==> config.mk <==
export PLATFORM = sky130hd
export DESIGN_NAME = dlmb_cell
export DESIGN_NICKNAME = d
export VERILOG_FILES = /design/src/hdl/dlmb_pkg.sv /design/src/hdl/dlmb_cell.sv
export SDC_FILE = /design/constraint.sdc
export NUM_CORES = 1
export LEC_CHECK = 0
export ABC_AREA = 0
export ABC_CLOCK_PERIOD_IN_PS = 8900
export CAP_MARGIN = 20
export CORE_MARGIN = 1
export CORE_UTILIZATION = 30
export CTS_BUF_LIST = sky130_fd_sc_hd__clkbuf_16
export CTS_CLUSTER_DIAMETER = 100
export CTS_CLUSTER_SIZE = 10
export DETAILED_ROUTE_END_ITERATION = 6
export DONT_BUFFER_PORTS = 1
export PLACE_DENSITY = 0.56
export SKIP_LAST_GASP = 1
export SYNTH_ARGS = -nofsm -noshare
export SYNTH_HDL_FRONTEND = slang
export SYNTH_SLANG_ARGS = --single-unit
==> constraint.sdc <==
create_clock -name clk -period 8.9 [get_ports clk]
set_clock_uncertainty 0.1 [all_clocks]
set_input_delay 1.335 -clock clk [delete_from_list [all_inputs] [get_ports clk]]
set_output_delay 1.335 -clock clk [all_outputs]
set_load 0.01 [all_outputs]
==> src/hdl/dlmb_pkg.sv <==
// Package for the dense layer MAC/bias block: item kinds, register indexes,
// field widths and the token that travels down the cell chain. No dependencies.
package dlmb_pkg;

    localparam int VALUE_W   = 16;
    localparam int NODE_W    = 4;
    localparam int ROW_W     = 6;
    localparam int KIND_W    = 2;
    localparam int POS_W     = 7;
    localparam int NCOUNT_W  = 5;
    localparam int CFG_IDX_W = 1;
    localparam int CFG_W     = 7;
    localparam int NODE_CAP  = 16;

    localparam logic [KIND_W-1:0] KIND_WEIGHT  = 2'd0;
    localparam logic [KIND_W-1:0] KIND_BIAS    = 2'd1;
    localparam logic [KIND_W-1:0] KIND_FEATURE = 2'd2;

    localparam logic [CFG_IDX_W-1:0] REG_INPUT_COUNT = 1'd0;
    localparam logic [CFG_IDX_W-1:0] REG_NODE_COUNT  = 1'd1;

    // one request as seen by every cell
    typedef struct packed {
        logic                      wr_w;   // weight load for this row/node
        logic                      wr_b;   // bias load for node
        logic                      feat;   // feature value
        logic                      last;   // feature closes the row
        logic [NODE_W-1:0]         node;
        logic [POS_W-1:0]          addr;   // weight row or feature position
        logic [NCOUNT_W-1:0]       nn;     // nodes in use for this feature
        logic [VALUE_W-1:0]        value;
    } tok_t;

endpackage

==> src/hdl/dlmb_cell.sv <==
// One node cell: weight column memory, bias, accumulator and result register.
// Passes each request to its neighbor through its token register. Depends on dlmb_pkg.
module dlmb_cell
    import dlmb_pkg::*;
#(
    parameter int MAX_INPUTS = 64,
    parameter int IDX        = 0
)
(
    input  logic                clk,
    input  logic                rst_n,
    input  tok_t                tok_in,
    output tok_t                tok_out,
    input  logic                res_clr,
    output logic                res_valid,
    output logic [VALUE_W-1:0]  res_value
);

    localparam int AW = (MAX_INPUTS > 1) ? $clog2(MAX_INPUTS) : 1;

    tok_t                tok_reg;
    logic [VALUE_W-1:0]  wmem [MAX_INPUTS];
    logic [VALUE_W-1:0]  wgt_reg;
    logic [VALUE_W-1:0]  bias_reg;
    logic [VALUE_W-1:0]  x2_reg;
    logic [VALUE_W-1:0]  prod_reg;
    logic [VALUE_W-1:0]  acc_reg;
    logic [VALUE_W-1:0]  acc_next;
    logic [VALUE_W-1:0]  res_value_reg;
    logic                res_valid_reg;
    logic                feat2_reg, last2_reg, en2_reg;
    logic                feat3_reg, last3_reg, en3_reg;
    logic                mine;
    logic                en;
    logic [AW-1:0]       addr;

    assign mine = (tok_reg.node == NODE_W'(IDX));
    assign en   = (int'(tok_reg.nn) > IDX);
    assign addr = AW'(tok_reg.addr);

    always_ff @(posedge clk or negedge rst_n)
    begin
        if (!rst_n)
        begin
            tok_reg <= '0;
        end
        else
        begin
            tok_reg <= tok_in;
        end
    end

    // weight column: at most one write and one registered read per cycle
    always_ff @(posedge clk)
    begin
        if (tok_reg.wr_w && mine)
        begin
            wmem[addr] <= tok_reg.value;
        end
        wgt_reg <= wmem[addr];
    end

    always_ff @(posedge clk)
    begin
        if (tok_reg.wr_b && mine)
        begin
            bias_reg <= tok_reg.value;
        end
        x2_reg   <= tok_reg.value;
        prod_reg <= VALUE_W'(x2_reg * wgt_reg);
    end

    always_ff @(posedge clk or negedge rst_n)
    begin
        if (!rst_n)
        begin
            feat2_reg <= 1'b0;
            last2_reg <= 1'b0;
            en2_reg   <= 1'b0;
            feat3_reg <= 1'b0;
            last3_reg <= 1'b0;
            en3_reg   <= 1'b0;
        end
        else
        begin
            feat2_reg <= tok_reg.feat;
            last2_reg <= tok_reg.last;
            en2_reg   <= en;
            feat3_reg <= feat2_reg;
            last3_reg <= last2_reg;
            en3_reg   <= en2_reg;
        end
    end

    assign acc_next = en3_reg ? (acc_reg + prod_reg) : acc_reg;

    always_ff @(posedge clk or negedge rst_n)
    begin
        if (!rst_n)
        begin
            acc_reg       <= '0;
            res_valid_reg <= 1'b0;
        end
        else
        begin
            if (feat3_reg)
            begin
                acc_reg <= last3_reg ? '0 : acc_next;
            end
            if (feat3_reg && last3_reg && en3_reg)
            begin
                res_valid_reg <= 1'b1;
            end
            else if (res_clr)
            begin
                res_valid_reg <= 1'b0;
            end
        end
    end

    always_ff @(posedge clk)
    begin
        if (feat3_reg && last3_reg)
        begin
            res_value_reg <= acc_next + bias_reg;
        end
    end

    assign tok_out   = tok_reg;
    assign res_valid = res_valid_reg;
    assign res_value = res_value_reg;

endmodule
**Word-level counts from Yosys, hierarchy flattened**

Memories as Yosys holds them, arrays and structs flattened. A register that Yosys moved wholly into a read port is not among the register bits.
Index checks and enable logic that the tools add are counted.

- Memories kept: 1
- Bits in writable memories: 1024
- Flip-flop bits (word level): 123

Memories:

| name | words | bits a word | rd ports | clocked after memory_dff | wr ports | RTL line | RTL |
|---|---|---|---|---|---|---|---|
| wmem | 64 | 16 | 1 | 1 | 1 | dlmb_cell.sv:22 | `logic [VALUE_W-1:0] wmem [MAX_INPUTS];` |

- Multipliers: 1
- Reductions and logical operators: 6
- Add/subtract/negate cells: 2
- Muxes and demuxes: 6
- $lt $le $gt $ge: 1

Operator list:

| kind | number |
|---|---|
| adder 16 bit | 2 |
| 2-to-1 mux 16 bit | 2 |
| multiplier 16 x 16 -> 16 bit | 1 |
| greater-than comparator 5 x 1 -> 1 bit (second input constant) | 1 |
| logical AND 1 bit | 4 |
| logical NOT 4 bit | 1 |
| 2-to-1 mux 1 bit | 4 |
| nonzero test 2 bit | 1 |

**Depth between registers and ports, before layout**

Gate-level depths: netlist of run 1.

- Depth after elaboration: 4
- Mapped depth: 20
- Mapped depth without buffers: 19

**Worst setup path before layout of run 1**

Ideal clock, no wire load.

- Path kind: register to register
- From: register wgt_reg[1], read port of wmem
- To: register prod_reg[15]
- Period minus slack after synthesis: 5.287 ns
- Stages on the path, launching flop included: 18
- Path buffers: 1
- Arrival time: 5.057 ns
- Slack: 3.613 ns
- Path through: dfxtp_1 -> clkbuf_1 -> nand2_1 -> fa_1 -> fa_1 -> fa_1 -> fa_1 -> inv_1 -> fa_1 -> inv_1 -> fa_1 -> inv_1 -> ha_1 -> and2_1 -> o21a_1 -> a41o_1 -> o41ai_1 -> xnor2_1

- Word-level cells in the longest chain between the ends: 1

RTL lines:

| element | RTL line | RTL |
|---|---|---|
| start: declaration | dlmb_cell.sv:23 | `logic [VALUE_W-1:0] wgt_reg;` |
| multiplier 16 x 16 -> 16 bit | dlmb_cell.sv:70 | `prod_reg <= VALUE_W'(x2_reg * wgt_reg);` |
| end signal: assignment | dlmb_cell.sv:70 |  |
| end: declaration | dlmb_cell.sv:26 | `logic [VALUE_W-1:0] prod_reg;` |

Every way passes these cells.
A chain may end at the register's enable or synchronous reset.

**Final worst setup path of run 1**

Ends and elaborated chain as after synthesis.

==> results.sh, run 1 <==
export IMPL_rsz0062_at_grt="no"
export IMPL_path_clk_slew_ns=0.06
export IMPL_synth_distinct_cells=58
export IMPL_vias_per_cell=5.24
export IMPL_clock_power_share_pct=34.0
export IMPL_drive_gt1_share_pct=10.6
export IMPL_vias=26100
export IMPL_area_growth_pct=14.6
export IMPL_synth_fp_nets=3000
export IMPL_netSwitchingFraction_pct=28.2
export IMPL_path_cells="nand2_1 > fa_1 > fa_1 > fa_1 > fa_1 > inv_1 > fa_1 > inv_1 > fa_1 > inv_1 > ha_1 > and2_1 > o21a_1 > a41o_1 > o41ai_1 > xnor2_1"
export IMPL_multiInputGateArea_um2=10800
export IMPL_whs_ns=0.168
export IMPL_antenna_found_initial=9
export IMPL_worstPathBufferInverterCount=3
export IMPL_yosysTopAreaCellShare_pct=69.0
export IMPL_finalSetupViolCount=0
export IMPL_place_gp_congestion=0.810
export IMPL_fin_nets=3098
export IMPL_dp_hpwl_um=73600
export IMPL_cts_hold_buf=0
export IMPL_grt_overflow_total=0
export IMPL_seq_area_frac_synth_pct=74.3
export IMPL_synth_avg_cell_area_um2=16.4
export IMPL_die_area_um2=155000
export IMPL_dr_first_iter_drc_count=2866
export IMPL_cpMostUsedCell="fa_1"
export IMPL_seqPwrFrac_pct=44.0
export IMPL_cp_depth=16
export IMPL_slowest_delay_ns=0.63
export IMPL_finalHoldViolCount=0
export IMPL_ir_drop_mv=0.188
export IMPL_clock_sinks=1163
export IMPL_die_h_um=393
export IMPL_min_period_over_period_pct=61.8
export IMPL_yosys_warnings=0
export IMPL_die_width_um=393
export IMPL_root_buffer="clkbuf_16"
export IMPL_crit_path_max_fanout=15
export IMPL_hold_path_class="in -> async"
export IMPL_power_density_nw_per_um2=273
export IMPL_relSlewSlack_pct=26.9
export IMPL_slew_violations=0
export IMPL_drt_first_pass_iters=5
export IMPL_syn_area_um2=46000
export IMPL_drt_total_wl_um=129000
export IMPL_start_util_pct=30.2
export IMPL_power_frac_comb_pct=22.0
export IMPL_cp_required_ns=9.43
export IMPL_crit_family="adder cells"
export IMPL_placementRows=143
export IMPL_status="finished clean"
export IMPL_synth_seq_cells=1163
export IMPL_synth_top_area_cell="edfxtp_1"
export IMPL_rr_worst_depth=16
export IMPL_grt_pass1_vias=25300
export IMPL_p_leak_nw=17.3
export IMPL_grt_pass1_wl_um=185000
export IMPL_synth_edf_count=1056
export IMPL_cts_buffer_depth=3
export IMPL_slowest_stage="dfxtp_1"
export IMPL_drtAntennaViolNets=0
export IMPL_cap_violations=0
export IMPL_largest_register_ffs=1024
export IMPL_fillerInstances=14500
export IMPL_clock_latency_ns=0.77
export IMPL_ctsResizeCount=0
export IMPL_ys_flop_type="edfxtp_1"
export IMPL_syn_inst=2800
export IMPL_fp_coreArea_um2=152000
export IMPL_grtUsageTotal_pct=16.4
export IMPL_cts_max_level=4
export IMPL_post_cts_setup_buffers=0
export IMPL_timing_fmax_ghz=0.182
export IMPL_drc=0
export IMPL_synthTopCellsByArea="edfxtp_1 69%, a22oi_1 5.6%, fa_1 3.6%"
export IMPL_tightest_slew_ns=1.10
export IMPL_registers_top_by_ff_count="wmem"
export IMPL_start_kind="register"
export IMPL_numCtsBuffers=135
export IMPL_grt_max_degree=89
export IMPL_async_flop_share_pct=5.07
export IMPL_portBuffers=0
export IMPL_wire_per_inst_um=25.9
export IMPL_timing_final_crit_period_ns=5.50
export IMPL_crit_type="reg -> reg"
export IMPL_tns_ns=0
export IMPL_cts_tree="yes"
export IMPL_p_switching_w=0.00405
export IMPL_p_int_w=0.0103
export IMPL_regArea_um2=34200
export IMPL_num_io_pins=92
export IMPL_arrival_ns=6.03
export IMPL_cp_end_kind="register"
[routing by layer]
layer  up-vias  track usage [%]  wire (µm)
li1      11300                -          -
met1     13500             23.8      57500
met2      1136             24.4      57600
met3       162             3.75      11000
met4         2             4.72       2730
met5         -                0         13
[worst reg2reg max path, stage by stage, from the launching register on]
cell and delay, ns:
dfxtp_1 0.63, nand2_1 0.16, fa_1 0.52, fa_1 0.58, fa_1 0.45, fa_1 0.54, inv_1 0.05, fa_1 0.47
inv_1 0.05, fa_1 0.47, inv_1 0.04, ha_1 0.33, and2_1 0.20, o21a_1 0.16, a41o_1 0.21, o41ai_1 0.30
xnor2_1 0.12
[cell usage in the layout (no fill, tap or decap), types with 7 or more instances in the layout]
master,instances
nor2_1,84
mux2_2,11
buf_4,105
dfrtp_2,16
fa_1,82
a221oi_1,85
nand4_1,51
xor2_1,14
nand2_1,96
edfxtp_1,1056
xnor2_1,52
and2_1,75
nor3_1,8
nand3_1,21
a31oi_1,82
a21oi_1,71
dfxtp_1,48
a22oi_1,342
a21o_1,7
o21ai_0,18
clkbuf_16,136
inv_1,158
dfrtp_1,43
nor4_1,9
ha_1,79
a22o_1,95
[cells in the mapped netlist, drive strengths merged, types with 3 or more instances]
| cell | instances |
|---|---|
| edfxtp | 1056 |
| a22oi | 342 |
| inv | 126 |
| clkbuf | 122 |
| nand2 | 96 |
| a22o | 95 |
| nor2 | 89 |
| a221oi | 85 |
| a31oi | 82 |
| fa | 82 |
| ha | 79 |
| and2 | 75 |
| a21oi | 71 |
| dfrtp | 59 |
| xnor2 | 53 |
| nand4 | 51 |
| dfxtp | 48 |
| buf | 28 |
| nand3 | 21 |
| o21ai | 18 |
| xor2 | 14 |
| mux2 | 11 |
| nor3 | 9 |
| nor4 | 9 |
| a21o | 7 |
| o21bai | 6 |
| or2 | 6 |
| nor3b | 5 |
| o41ai | 5 |
| a32o | 4 |
| nand2b | 4 |
| o21a | 4 |
| or3 | 4 |
| and3 | 3 |
| nor2b | 3 |
| o311ai | 3 |
| o31ai | 3 |
[stage by stage]
stage	power, W	utilization, %	std cells	setup WS [ns]	area, µm²
after floorplan	0.00882	-	2800	3.61	46000
after global placement	0.00959	32.1	4789	3.40	48900
after detailed placement	0.00961	32.2	4790	3.38	48900
after CTS	0.0145	34.6	4972	3.37	52700
after global routing	0.0151	34.6	4973	3.08	52700
final	0.0144	34.6	4974	3.40	52700
[power groups by stage]
stage | registers, W | logic (W) | clock network [W]
finish | 0.00632 | 0.00316 | 0.00488
global placement | 0.00643 | 0.00316 | 0
detailed placement | 0.00643 | 0.00319 | 0
CTS | 0.00632 | 0.00321 | 0.00497
floorplan | 0.00640 | 0.00243 | 0
global route | 0.00633 | 0.00359 | 0.00518
[logic make-up (layout without fill, tap and decap cells)]
logic type	after synthesis	in the layout	synth area share, %
mux	12	12	0.291
buf+inv	277	420	2.28
flops	1163	1163	74.3
other cells	0	1	0
fa+ha+maj	161	161	5.72
compound gates	737	737	11.9
xor+xnor	67	67	1.29
simple gates	383	383	4.17
[path summary, 6_finish.rpt]
check                                start           end  slack, ns
worst max-delay path            wgt_reg[1]  prod_reg[15]       3.40
min in group clk                   en2_reg       en3_reg       0.25
max in group asynchronous            rst_n    tok_out[8]       8.36
worst min-delay path                 rst_n     last2_reg       0.17
worst max register to register  wgt_reg[1]  prod_reg[15]       3.40
worst min register to register     en2_reg       en3_reg       0.25
[final cells by class]
cell class | instances | share of cell area [%]
Multi-Input combinational cell | 1360 | 20.5
Antenna cell | 1 | 0.00475
Clock inverter | 46 | 0.689
Clock buffer | 136 | 6.46
Sequential cell | 1163 | 64.9
Tap cell | 2030 | 4.82
Timing Repair Buffer | 111 | 1.71
Inverter | 127 | 0.905
No activity file was read; power rests on OpenSTA's default activity.
==> run 2, diff against run 1 <==
Settings changed: ABC_CLOCK_PERIOD_IN_PS 8900 to 5750.
Clock period 8.9 ns to 5.75 ns, I/O delays scaled along.
==> results.sh, run 2 (synthesized netlist as in run 1, its figures left out) <==
export IMPL_die_width_um=393
export IMPL_path_clk_slew_ns=0.06
export IMPL_crit_family="adder cells"
export IMPL_hold_path_class="in -> reg"
export IMPL_numCtsBuffers=134
export IMPL_drc=9
export IMPL_clock_sinks=1163
export IMPL_die_h_um=393
export IMPL_drive_gt1_share_pct=11.1
export IMPL_placementRows=143
export IMPL_p_leak_nw=17.5
export IMPL_wire_per_inst_um=25.9
export IMPL_clock_latency_ns=0.76
export IMPL_die_area_um2=155000
export IMPL_slew_violations=0
export IMPL_grt_pass1_vias=25900
export IMPL_fin_nets=3142
export IMPL_grt_overflow_total=0
export IMPL_drtAntennaViolNets=0
export IMPL_ir_drop_mv=0.303
export IMPL_min_period_over_period_pct=94.8
export IMPL_final_common_cell="edfxtp_1"
export IMPL_root_buffer="clkbuf_16"
export IMPL_instances_no_fill=5012
export IMPL_tns_ns=0
export IMPL_rsz0062_at_grt="no"
export IMPL_largest_register_ffs=1024
export IMPL_area_growth_pct=15.6
export IMPL_dp_hpwl_um=76300
export IMPL_arrival_ns=5.95
export IMPL_dr_first_iter_drc_count=2796
export IMPL_slowest_stage="fa_1"
export IMPL_path_cells="nand2_1 > fa_1 > fa_1 > fa_1 > fa_1 > inv_1 > fa_1 > inv_1 > fa_1 > inv_1 > ha_1 > and2_1 > o21a_1 > a41o_1 > o41ai_1 > xnor2_1"
export IMPL_finalHoldViolCount=0
export IMPL_worstPathBufferInverterCount=3
export IMPL_fp_coreArea_um2=152000
export IMPL_portBuffers=0
export IMPL_grtUsageTotal_pct=16.5
export IMPL_rr_worst_depth=16
export IMPL_timing_fmax_ghz=0.184
export IMPL_hold_path_depth=0
export IMPL_slowest_delay_ns=0.59
export IMPL_antenna_found_initial=6
export IMPL_relSlewSlack_pct=26.7
export IMPL_cp_end_kind="register"
export IMPL_start_kind="register"
export IMPL_cp_depth=16
export IMPL_crit_path_max_fanout=13
export IMPL_place_gp_congestion=0.803
export IMPL_drt_first_pass_iters=7
export IMPL_registers_top_by_ff_count="wmem"
export IMPL_cpMostUsedCell="fa_1"
export IMPL_grt_max_degree=107
export IMPL_layout_common_cells="1056 x edfxtp_1, 342 x a22oi_1, 153 x inv_1"
export IMPL_vias_per_cell=5.27
export IMPL_place_inst=4807
export IMPL_fillerInstances=14400
export IMPL_finalSetupViolCount=0
export IMPL_whs_ns=0.0557
export IMPL_drt_total_wl_um=130000
export IMPL_cts_tree="yes"
export IMPL_cts_max_level=4
export IMPL_start_util_pct=30.2
export IMPL_status="finished with violations"
export IMPL_vias=26400
export IMPL_num_io_pins=92
export IMPL_cts_buffer_depth=3
export IMPL_cap_violations=0
export IMPL_grt_pass1_wl_um=187000
export IMPL_power_density_nw_per_um2=420
export IMPL_tightest_slew_ns=1.10
export IMPL_violations="design-rule violations"
export IMPL_crit_type="reg -> reg"
export IMPL_cp_required_ns=6.25
export IMPL_timing_final_crit_period_ns=5.45
run 2: cell types whose count changed in the layout (fill, tap and decap cells not counted), moves of 2 or more:
cell / before / now
inv_1: 158 / 153
dlygate4sd3_1: 0 / 25
clkinv_4: 2 / 0
inv_16: 5 / 3
buf_4: 105 / 119
buf_12: 4 / 8
run 2: worst paths after layout:
path                            slack (ns)           end        from
worst max register to register        0.30  prod_reg[15]  wgt_reg[3]
worst max-delay path                  0.30  prod_reg[15]  wgt_reg[3]
max in group asynchronous             4.61   tok_out[12]       rst_n
worst min-delay path                  0.06   tok_out[12]  tok_in[12]
worst min register to register        0.25     feat3_reg   feat2_reg
min in group asynchronous             0.56   acc_reg[14]       rst_n
run 2: final cells by class:
| class | count | area [µm²] | share of cell area (%) |
|---|---|---|---|
| antenna | 1 | 2.50 | 0.00471 |
| clock buffer | 135 | 3380 | 6.36 |
| clock inverter | 40 | 353 | 0.664 |
| inverter | 127 | 477 | 0.897 |
| multi-input combinational | 1360 | 10800 | 20.4 |
| sequential | 1163 | 34200 | 64.3 |
| tap | 2030 | 2540 | 4.78 |
| timing repair buffer | 156 | 1370 | 2.58 |
run 2: what timing repair did:
action | in CTS | in global routing
endpoints found under the setup margin | 0 | 1
setup buffers | 0 | 0
hold buffers | 26 | 0
resized for setup | 0 | 1
hold endpoints to repair | 83 | 0
run 2: layer usage:
metal  vias to the layer above  GRT usage (%)  share of wire (%)
met1                     13800           22.5                 43
met5                         -              0              0.010
met2                      1085           24.8                 45
met3                       193           4.93                9.2
met4                         2           5.99                3.0
li1                      11300              -                  -
run 2: where the power goes:
group	internal, W	total [W]	switching, W	leakage (nW)
combinational	0.00218	0.00493	0.00276	4.96
sequential	0.00956	0.00980	0.000238	10.6
clock	0.00425	0.00755	0.00330	1.92
run 2: through the flow:
step                      worst slack, ns  utilization (%)  power, W  area, µm²
final                               0.302             34.9    0.0223      53100
after global routing               0.0701             34.9    0.0234      53100
after CTS                           0.143             34.9    0.0225      53100
after detailed placement            0.165             32.3    0.0149      49100
after global placement              0.303             32.2    0.0149      49000
after floorplan                     0.463                -    0.0137      46000
